<file path="src/rtl/assert_macros.svh">
// ----------------------------------------------------------------------------
// assert_macros.svh
// Concurrent assertion helpers shared by the segment box RTL.
// ----------------------------------------------------------------------------
`ifndef ASSERT_MACROS_SVH
`define ASSERT_MACROS_SVH

// Clocked assertion, held off while reset is asserted.
`define SBNH_ASSERT(label, clk, rst_n, prop, msg) \
    label: assert property (@(posedge clk) disable iff (!rst_n) prop) \
        else $error(msg);

// Same check on the default block clock and reset names.
`define SBNH_ASSERT_CLK(label, prop, msg) \
    `SBNH_ASSERT(label, i_clk, i_rst_n, prop, msg)

`endif

</file>
<file path="src/rtl/sbnh_ram.sv">
// ----------------------------------------------------------------------------
// sbnh_ram
// Generic single write port, single read port RAM with registered read data.
// ----------------------------------------------------------------------------
`default_nettype none

module sbnh_ram #(
    parameter int WIDTH = 8,
    parameter int DEPTH = 16
) (
    input  wire logic                                      i_clk,
    input  wire logic                                      i_we,
    input  wire logic [((DEPTH > 1) ? $clog2(DEPTH) : 1)-1:0] i_waddr,
    input  wire logic [WIDTH-1:0]                          i_wdata,
    input  wire logic                                      i_re,
    input  wire logic [((DEPTH > 1) ? $clog2(DEPTH) : 1)-1:0] i_raddr,
    output logic      [WIDTH-1:0]                          o_rdata
);

    logic [WIDTH-1:0] mem [DEPTH];

    always_ff @(posedge i_clk) begin
        if (i_we) begin
            mem[i_waddr] <= i_wdata;
        end
        if (i_re) begin
            o_rdata <= mem[i_raddr];
        end
    end

endmodule

`default_nettype wire

</file>
<file path="config.mk">
export PLATFORM = sky130hd
export DESIGN_NAME = sbnh_ram
export DESIGN_NICKNAME = d
export VERILOG_FILES = /design/src/rtl/assert_macros.svh /design/src/rtl/sbnh_ram.sv
export SDC_FILE = /design/constraint.sdc
export NUM_CORES = 1
export LEC_CHECK = 0
export BUFFER_PORTS_ARGS = -buffer_cell sky130_fd_sc_hd__buf_2
export CORE_MARGIN = 2
export CORE_UTILIZATION = 33
export DETAILED_ROUTE_END_ITERATION = 12
export PLACE_DENSITY_LB_ADDON = 0.05
export SLEW_MARGIN = 20
export SYNTH_ARGS = -nofsm -noshare
export SYNTH_HDL_FRONTEND = slang
export SYNTH_SLANG_ARGS = --single-unit
</file>
<file path="constraint.sdc">
create_clock -name i_clk -period 2 [get_ports i_clk]
set_clock_uncertainty 0.15 [all_clocks]
set_input_delay 0.3 -clock i_clk [delete_from_list [all_inputs] [get_ports i_clk]]
set_output_delay 0.3 -clock i_clk [all_outputs]
set_load 0.02 [all_outputs]
</file>
==> flow_summary_export.csv <==
group,metric,value,unit
critical_path,critPathBufInv,0,
yosys,ys.flop_type,"edfxtp_1",
critical_path,timing.rr.start,"mem[7][4]",
timing,finalSetupViolations,0,
finish,final_nets,311,
yosys,ys_seq_elements,136,
timing,slew_headroom,0.419,
cts,cts_root_buf,"clkbuf_16",
finish,fin_util,0.406,
routing,ant_nets,0,
timing,timing.final.ws_setup,0.277,ns
timing,fin_setup_tns,0,ns
floorplanning,die_h,130,um
hold_path,worstHoldStart,"i_re",
routing,wl,12.1,mm
routing,drt_iter0_markers,176,
power_and_ir_drop,p_seq_frac,0.488,
cts,tritoncts,"built",
critical_path,crit_cells,3,
global_route,grt_max_degree,33,
power_and_ir_drop,powerDensity,1040,nW/um2
hold_path,hp-class,"in -> reg",
floorplanning,dieWidth,130,um
cts,clock_path_buffers,2,
power_and_ir_drop,power.internal,5300,uW
critical_path,startpoint_type,"register",
finish,seqCellArea,4080,um2
run,drv_cap,0,
routing,post_drt_wl_per_cell,23.2,um
yosys,yosysMostFrequentCell,"edfxtp_1",
timing,drv_slew,0,
routing,drcViolationCount,0,
routing,avgViaCountPerCell,4.78,
global_route,grt_pass1_vias,2671,
critical_path,critPathSlowestCell,"mux4_2",
power_and_ir_drop,swShare,0.199,
yosys,async_reset_ff_frac,0,
placement,place_area,5790,um2
run_status,outcome,"finished clean",
timing,tightest_slew,0.870,ns
finish,stdcell_count,521,
finish,area_growth,21.7,%
cts,clk_pin_slew_worst_paths,0.06,ns
power_and_ir_drop,pwr-share-clk,0.461,
timing,rsz0062_at_grt,"no",
yosys,synth_commonest_cells,"136 x edfxtp_1, 18 x mux4_2, 16 x a22oi_1, 14 x mux4_1, 13 x nor2_1",
cts,cts.repair.resized,0,
yosys,netlist_area,5230,um2
yosys,syn_inst,229,
global_route,grt_pass1_wl,18.0,mm
yosys,seq_area_frac_synth,0.781,
global_route,grtUsageTotal,0.159,
critical_path,cp_slowest_stage_delay,0.52,ns
timing,hold_viol,0,
finish,final_cell_area,6360,um2
critical_path,crit_required,2.01,ns
critical_path,cp-startpoint,"mem[7][4]",
global_route,grt_antenna_before_repair,0,
critical_path,crit_family,"multiplexers",
timing,fmax,0.580,GHz
critical_path,end_kind,"register",
floorplanning,rows,46,
critical_path,path_max_fanout,1,
floorplanning,start_util,0.334,
yosys,synth_area_per_cell,22.8,um2
power_and_ir_drop,power.leakage,0.00215,uW
cts,clock_latency,0.42,ns
global_route,grt_overflow,0,
critical_path,r2r_cells,3,
timing,fin_crit_sh,0.861,
placement,routabilityCongestion,0.690,
floorplanning,io_pins,27,
critical_path,crit_type,"reg -> reg",
cts,cts_hold_buf,0,
finish,multiInputGateArea,1060,um2
critical_path,path_cells,"mux4_2 > a22oi_1 > nand2_1",
floorplanning,core,15700,um2
yosys,synthDistinctLibCells,18,
placement,dp.cells,489,
yosys,yosys.area.top_type,"edfxtp_1",
hold_path,hold_depth,1,
yosys,synth_top_area_share,0.781,
routing,vias,2492,
cts,cts_buffers,17,
placement,hpwl,7.60,mm
yosys,ys.warnings.count,0,
finish,drive_gt1_frac,0.321,
placement,port_buffers,26,
power_and_ir_drop,peakVddDrop,0.552,mV
routing,dr.pass1.iters,4,
cts,post_cts_buffers,0,
timing,min_period,1.72,ns
yosys,synth_nets,248,
yosys,synth_edf_count,136,
cts,h-tree-depth,4,
finish,fillers,1439,
critical_path,arrival,1.73,ns
power_and_ir_drop,p_sw,1320,uW
cts,cts.sinks,136,
placement,place_ws,-0.0562,ns
finish,antenna_cells,0,
power_and_ir_drop,pwr-share-comb,0.051,
floorplanning,dieArea,16900,um2
yosys,ys_top_cells_by_area,"edfxtp_1 78%, mux4_2 7.8%, mux4_1 7.0%, a22oi_1 2.3%, nor2_1 0.93%",
## through the flow
stage	total power, uW	hold WS [ns]
floorplan	3460	0.249
global placement	3630	0.542
detailed placement	3630	0.543
CTS	6720	0.0936
global route	6850	0.103
finish	6610	0.106
## cell type report
cell class | instances | share of cell area
sequential | 136 | 0.642
multi-input combinational | 83 | 0.166
clock buffer | 23 | 0.0704
timing repair buffer | 54 | 0.0594
tap | 216 | 0.0425
clock inverter | 9 | 0.0197
## layout by cell type, fill, tap and decap left out
| master | instances |
|---|---|
| edfxtp_1 | 136 |
| buf_2 | 26 |
| buf_4 | 25 |
| mux4_2 | 18 |
| clkbuf_16 | 17 |
| a22oi_1 | 16 |
| mux4_1 | 14 |
| nor2_1 | 13 |
| nand2_1 | 9 |
| clkbuf_1 | 6 |
| nor3_1 | 4 |
| clkinv_2 | 3 |
| bufinv_16 | 3 |
| buf_12 | 3 |
| nand3b_1 | 2 |
| nand2b_1 | 2 |
| nor2b_1 | 1 |
| and2_1 | 1 |
| and2b_1 | 1 |
| nand3_1 | 1 |
| or3b_2 | 1 |
| clkinv_4 | 1 |
| clkinvlp_4 | 1 |
| clkinv_1 | 1 |
## power groups by stage
stage                     clock, uW  combinational, uW  sequential, uW
after global placement            0                342            3290
after global routing           3250                367            3230
final                          3050                336            3230
after CTS                      3150                345            3230
after detailed placement          0                344            3290
after floorplan                   0                162            3300
## sequential cells by signal, summed over array words and instances (netlist names)
register,count
mem,128
o_rdata,8
## layer usage
metal / wire (um) / GRT usage / vias to the layer above
met2: 5620 / 0.240 / 49
met3: 352 / 0.0418 / 15
met4: 178 / 0.0626 / 0
li1: - / - / 1113
met1: 5940 / 0.223 / 1315
met5: 0 / 0 / -
## path summary, 6_finish.rpt
path,end,slack (ns)
worst min register to register,o_rdata[3],0.61
worst max register to register,o_rdata[4],0.28
worst max-delay path,o_rdata[4],0.28
worst min-delay path,o_rdata[0],0.11
## cells by family (layout without fill, tap and decap cells)
logic type      count (synthesis)  in the layout  synth area share
flops                         136            136             0.781
compound gates                 16             16            0.0230
mux                            32             32             0.148
simple gates                   35             35            0.0314
buf+inv                        10             86            0.0165
(Power assumes the default switching activity.)
