[src/rtl/assert_macros.svh]
// ----------------------------------------------------------------------------
// assert_macros.svh
// Concurrent assertion helpers shared by the segment box RTL.
// ----------------------------------------------------------------------------
`ifndef ASSERT_MACROS_SVH
`define ASSERT_MACROS_SVH

// Clocked assertion, held off while reset is asserted.
`define SBNH_ASSERT(label, clk, rst_n, prop, msg) \
    label: assert property (@(posedge clk) disable iff (!rst_n) prop) \
        else $error(msg);

// Same check on the default block clock and reset names.
`define SBNH_ASSERT_CLK(label, prop, msg) \
    `SBNH_ASSERT(label, i_clk, i_rst_n, prop, msg)

`endif

[src/rtl/sbnh_pkg.sv]
// ----------------------------------------------------------------------------
// sbnh_pkg
// Shared constants and types of the segment box nearest hit block.
// ----------------------------------------------------------------------------
`default_nettype none

package sbnh_pkg;

    localparam int ENTRY_COUNT  = 64;
    localparam int IDX_W        = (ENTRY_COUNT > 1) ? $clog2(ENTRY_COUNT) : 1;
    localparam int CMP_W        = 13;

    localparam int COORD_W      = 32;
    localparam int DIR_W        = 33;
    localparam int NUM_W        = 34;
    localparam int FRAC_W       = 17;
    localparam int T_W          = 18;

    localparam int FRACTION_ONE = 65536;
    localparam int T_SAT        = 65537;

    localparam int STEP_CNT     = 17;
    localparam int CNT_W        = $clog2(STEP_CNT + 1);

    localparam logic [1:0] OP_WRITE = 2'd0;
    localparam logic [1:0] OP_CLEAR = 2'd1;
    localparam logic [1:0] OP_QUERY = 2'd2;

    typedef struct packed {
        logic                      solid;
        logic signed [COORD_W-1:0] half_z;
        logic signed [COORD_W-1:0] half_y;
        logic signed [COORD_W-1:0] half_x;
        logic signed [COORD_W-1:0] center_z;
        logic signed [COORD_W-1:0] center_y;
        logic signed [COORD_W-1:0] center_x;
    } t_box;

    typedef struct packed {
        logic                  done;
        logic signed [T_W-1:0] t;
    } t_div_res;

endpackage

`default_nettype wire

[src/rtl/sbnh_div.sv]
// ----------------------------------------------------------------------------
// sbnh_div
// Slab fraction divider: floor(num * 65536 / den), clamped to [-1, 65537],
// one restoring step per cycle.
// ----------------------------------------------------------------------------
`default_nettype none

`include "assert_macros.svh"

module sbnh_div
    import sbnh_pkg::*;
(
    input  wire logic                    i_clk,
    input  wire logic                    i_rst_n,
    input  wire logic                    i_start,
    input  wire logic signed [NUM_W-1:0] i_num,
    input  wire logic signed [DIR_W-1:0] i_den,
    output t_div_res                     o_res
);

    typedef enum logic [1:0] {K_NEG, K_ZERO, K_SAT, K_NORM} t_kind;

    logic                      r_busy;
    logic                      r_done;
    logic [CNT_W-1:0]          r_cnt;
    logic signed [NUM_W:0]     r_a;
    logic [DIR_W-1:0]          r_b;
    t_kind                     r_kind;
    logic [NUM_W-1:0]          r_rem;
    logic [FRAC_W-1:0]         r_q;

    logic [NUM_W:0]            diff;
    logic                      q_bit;
    logic [NUM_W-1:0]          rem_keep;

    assign diff     = {1'b0, r_rem} - {2'b00, r_b};
    assign q_bit    = !diff[NUM_W];
    assign rem_keep = q_bit ? diff[NUM_W-1:0] : r_rem;

    always_ff @(posedge i_clk) begin
        if (!i_rst_n) begin
            r_busy <= 1'b0;
            r_done <= 1'b0;
            r_cnt  <= '0;
        end else begin
            r_done <= 1'b0;
            if (i_start) begin
                r_busy <= 1'b1;
                r_cnt  <= '0;
                r_a    <= i_den[DIR_W-1] ? -(NUM_W+1)'(i_num) : (NUM_W+1)'(i_num);
                r_b    <= i_den[DIR_W-1] ? DIR_W'(-i_den) : DIR_W'(i_den);
            end else if (r_busy) begin
                if (r_cnt == '0) begin
                    priority if (r_a < 0) begin
                        r_kind <= K_NEG;
                    end else if (r_a == 0) begin
                        r_kind <= K_ZERO;
                    end else if (r_a >= $signed({1'b0, r_b, 1'b0})) begin
                        r_kind <= K_SAT;
                    end else begin
                        r_kind <= K_NORM;
                    end
                    r_rem <= r_a[NUM_W-1:0];
                    r_q   <= '0;
                    r_cnt <= r_cnt + 1'b1;
                end else begin
                    r_q   <= {r_q[FRAC_W-2:0], q_bit};
                    r_rem <= {rem_keep[NUM_W-2:0], 1'b0};
                    if (r_cnt == CNT_W'(STEP_CNT)) begin
                        r_busy <= 1'b0;
                        r_done <= 1'b1;
                    end else begin
                        r_cnt <= r_cnt + 1'b1;
                    end
                end
            end
        end
    end

    always_comb begin
        o_res.done = r_done;
        unique case (r_kind)
            K_NEG:   o_res.t = -T_W'(1);
            K_ZERO:  o_res.t = '0;
            K_SAT:   o_res.t = T_W'(T_SAT);
            K_NORM:  o_res.t = (T_W'(r_q) > T_W'(T_SAT)) ? T_W'(T_SAT) : T_W'(r_q);
            default: o_res.t = '0;
        endcase
    end

    `SBNH_ASSERT_CLK(a_div_range,
        o_res.done |-> (o_res.t >= -T_W'(1) && o_res.t <= T_W'(T_SAT)),
        "divider result out of clamp range")
    `SBNH_ASSERT_CLK(a_div_done_late, i_start |=> !r_done,
        "divider done right after start")

endmodule

`default_nettype wire

[config.mk]
export PLATFORM = sky130hd
export DESIGN_NAME = sbnh_div
export DESIGN_NICKNAME = d
export VERILOG_FILES = /design/src/rtl/sbnh_pkg.sv /design/src/rtl/sbnh_div.sv
export VERILOG_INCLUDE_DIRS = /design/src /design/src/rtl
export SDC_FILE = /design/constraint.sdc
export NUM_CORES = 1
export LEC_CHECK = 0
export BUFFER_PORTS_ARGS = -buffer_cell sky130_fd_sc_hd__buf_2
export CAP_MARGIN = 30
export CELL_PAD_IN_SITES_DETAIL_PLACEMENT = 2
export CELL_PAD_IN_SITES_GLOBAL_PLACEMENT = 2
export CORE_ASPECT_RATIO = 1.25
export CORE_MARGIN = 3
export CORE_UTILIZATION = 30
export CTS_CLUSTER_SIZE = 8
export DETAILED_ROUTE_END_ITERATION = 8
export MAX_ROUTING_LAYER = met4
export PLACE_DENSITY_LB_ADDON = 0.25
export REMOVE_ABC_BUFFERS = 1
export SLEW_MARGIN = 10
export SYNTH_ARGS = -nofsm -noshare
export SYNTH_HDL_FRONTEND = slang
export SYNTH_SLANG_ARGS = --single-unit
export TNS_END_PERCENT = 5
[constraint.sdc]
create_clock -name i_clk -period 3.3 [get_ports i_clk]
set_input_delay 0.66 -clock i_clk [delete_from_list [all_inputs] [get_ports i_clk]]
set_output_delay 0.66 -clock i_clk [all_outputs]
set_load 0.05 [all_outputs]
==> flow_summary.yaml <==
sta:
  tns_ns: -0.238
  relSlewSlack_pct: 38.3
  hold_viol_final: 0
  tightest_slew_ns: 0.917
  slew_viol_final: 0
  setup-violations-final: 9
  fmax_ghz: 0.296
  fin_crit_sh_pct: 102
  rsz0062_at_grt: "yes"
  period_minus_slack_ns: 3.38
  final.setup.worst_slack_ns: -0.0752
  skew_ns: 0.0115
place:
  place_area_um2: 10600
  dp_hpwl_um: 23300
  io_buffer_count: 88
  gp_congestion: 0.832
yosys:
  yosys_register_bits: 128
  synth_edf_count: 121
  ys_dominant_reg_cell: "edfxtp_1"
  ys_warn_count: 0
  synth_top_area_share_pct: 40.2
  avgSynthCellArea_um2: 9.93
  synth.distinct_cells: 60
  synth_area_um2: 9040
  synthArstFlopShare_pct: 0
  synth_area_leader_cell: "edfxtp_1"
  netlist_instances: 911
  ys_seq_area_share_pct: 41.7
  synth.area.top_cells: "edfxtp_1 40%, ha_1 9.8%, xnor2_1 7.6%"
finish:
  num-nets-final: 1225
  mostFrequentLayoutCell: "edfxtp_1"
  antenna-diode-count: 0
  syn2layout_area_growth_pct: 26.8
  drive_gt1_share_pct: 24.6
  multi_input_area_um2: 5170
  regArea_um2: 3770
  finalInstanceArea_um2: 11500
  nFillCells: 3220
  final_cell_mix: "121 x edfxtp_1, 88 x buf_2, 88 x buf_4, 78 x nand2_1, 78 x xnor2_1"
global_routing:
  grt_pass1_wl_um: 47400
  grt_antenna_before_repair: 0
  grt_pass1_vias: 8691
  grt_max_degree: 73
  gr-total-overflow: 0
  track_usage_pct: 19.2
setup_path:
  crit_type: "in2reg"
  cp-startpoint: "i_den[10]"
  reg2regPathDepth: 14
  end_kind: "register"
  critPathLaunchType: "input port"
  required_ns: 3.49
  crit_arrival_ns: 3.56
  reg2reg_from: "r_rem[0]"
  crit_path_max_fanout: 4
floorplan:
  start_util_pct: 30.6
  core-area_um2: 29500
  io_pins: 89
  row_count: 70
  die_w_um: 161
  fp.dieH_um: 200
  die_area_um2: 32300
hold_path:
  min_from: "i_rst_n"
  hold_depth: 2
  min_path_type: "in2reg"
drt:
  top_layer: "met4"
  routed_wl_um: 30000
  drtIter0Drc: 324
  via_per_inst: 5.24
  vias: 7825
  drcViolationCount: 0
  routedWlPerCell_um: 20.1
  drt_pass1_iterations: 6
  ant_nets: 0
  dr_wl_met3_um: 791
  wl_met2_um: 15300
  drt-met1-wl_um: 13000
power:
  ir_worst_vdd_mv: 0.331
  power.density_nw_per_um2: 442
  p_leak_nw: 4.66
cts:
  clkLatencyLatePin_ns: 0.44
  h-tree-depth: 4
  tritoncts: "built"
  clockBufferDepth: 2
  path_clk_slew_ns: 0.06
  cts.sinks: 128
  clock-root-buffer: "clkbuf_16"
  cts_made_buffers: 17
  holdBufCountCts: 0
status:
  outcome: "finished with violations"
  violations: "setup timing"
job:
  maxCapViolations: 0
routing by layer:
metal | up-vias | global-route usage (%)
met1 | 3894 | 22.8
met3 | 45 | 3.06
met4 | 0 | 6.49
met2 | 140 | 33.1
met5 | - | -
li1 | 3746 | -
metrics by stage:
stage          instances  power (mW)  setup slack (ns)  utilization, %  hold slack [ns]
2_1_floorplan        878        2.68             -3.13               -            0.466
3_3_place_gp        1454        3.12            -0.576            35.9            0.484
3_5_place_dp        1454        3.17            -0.635            35.9            0.519
4_1_cts             1488        5.06           -0.0843            38.2            0.464
5_1_grt             1492        5.33            -0.142            38.9            0.490
6_report            1492        5.07           -0.0752            38.9            0.482
logic make-up (layout without fill, tap and decap cells):
kind of cell / Yosys count / in the layout / synth area share [%]
buffers and inverters: 80 / 265 / 3.39
AND/OR/NAND/NOR: 272 / 272 / 15.7
AO/OA/AOI/OAI: 240 / 240 / 17.3
adder cells (fa/ha/maj): 72 / 72 / 10.0
multiplexers: 27 / 27 / 2.99
flip-flops: 128 / 128 / 41.7
XOR/XNOR: 92 / 92 / 8.91
synth_stat cells, drive strengths merged (10+ instances only):
master	instances
o31ai	22
a21oi	53
nand3	10
or3	14
a21o	38
inv	47
nor4	19
or4	15
nor2	46
xnor2	78
ha	71
xor2	14
edfxtp	121
nand4	18
mux2i	27
nand2	78
o21ai	69
nor2b	23
nor3	12
clkbuf	28
sequential cells by signal, indices dropped and copies added, names as in the netlist:
| register | cells |
|---|---|
| r_a | 35 |
| r_cnt | 5 |
| r_kind | 2 |
| r_done | 1 |
| r_q | 17 |
| r_b | 33 |
| r_busy | 1 |
| r_rem | 34 |
where the power goes:
group / total [mW] / switching (mW) / internal [mW]
registers: 1.97 / 0.0733 / 1.90
clock network: 1.84 / 0.779 / 1.06
logic: 1.26 / 0.709 / 0.553
total: 5.07 / 1.56 / 3.51
path summary, 6_finish.rpt:
path	to	slack, ns
setup / recovery	r_b[27]	-0.08
hold / removal	r_busy	0.48
setup reg to reg	r_rem[16]	-0.01
hold reg to reg	r_cnt[1]	0.53
final cells by class:
type,instances,share of cell area (%)
Timing Repair Buffer,186,11.2
Clock inverter,12,0.796
Inverter,47,1.54
Multi-Input combinational cell,703,45.1
Clock buffer,20,4.17
Tap cell,396,4.32
Sequential cell,128,32.9
critical path, cell delays in order:
cell and delay (ns):
buf_2 0.11, or4_4 0.55, or2_1 0.25, or3_4 0.38, or4_4 0.44, or3_4 0.35
or4_4 0.48, o41ai_4 0.25, xnor2_1 0.09
timing repair:
action                                  4_1_cts  5_1_grt
resized for setup                            25       32
endpoints found under the setup margin       43       45
pin swaps                                     9       11
setup buffers                                 1        2
cloned                                        1        2
Power figures use the tool's default switching activity.
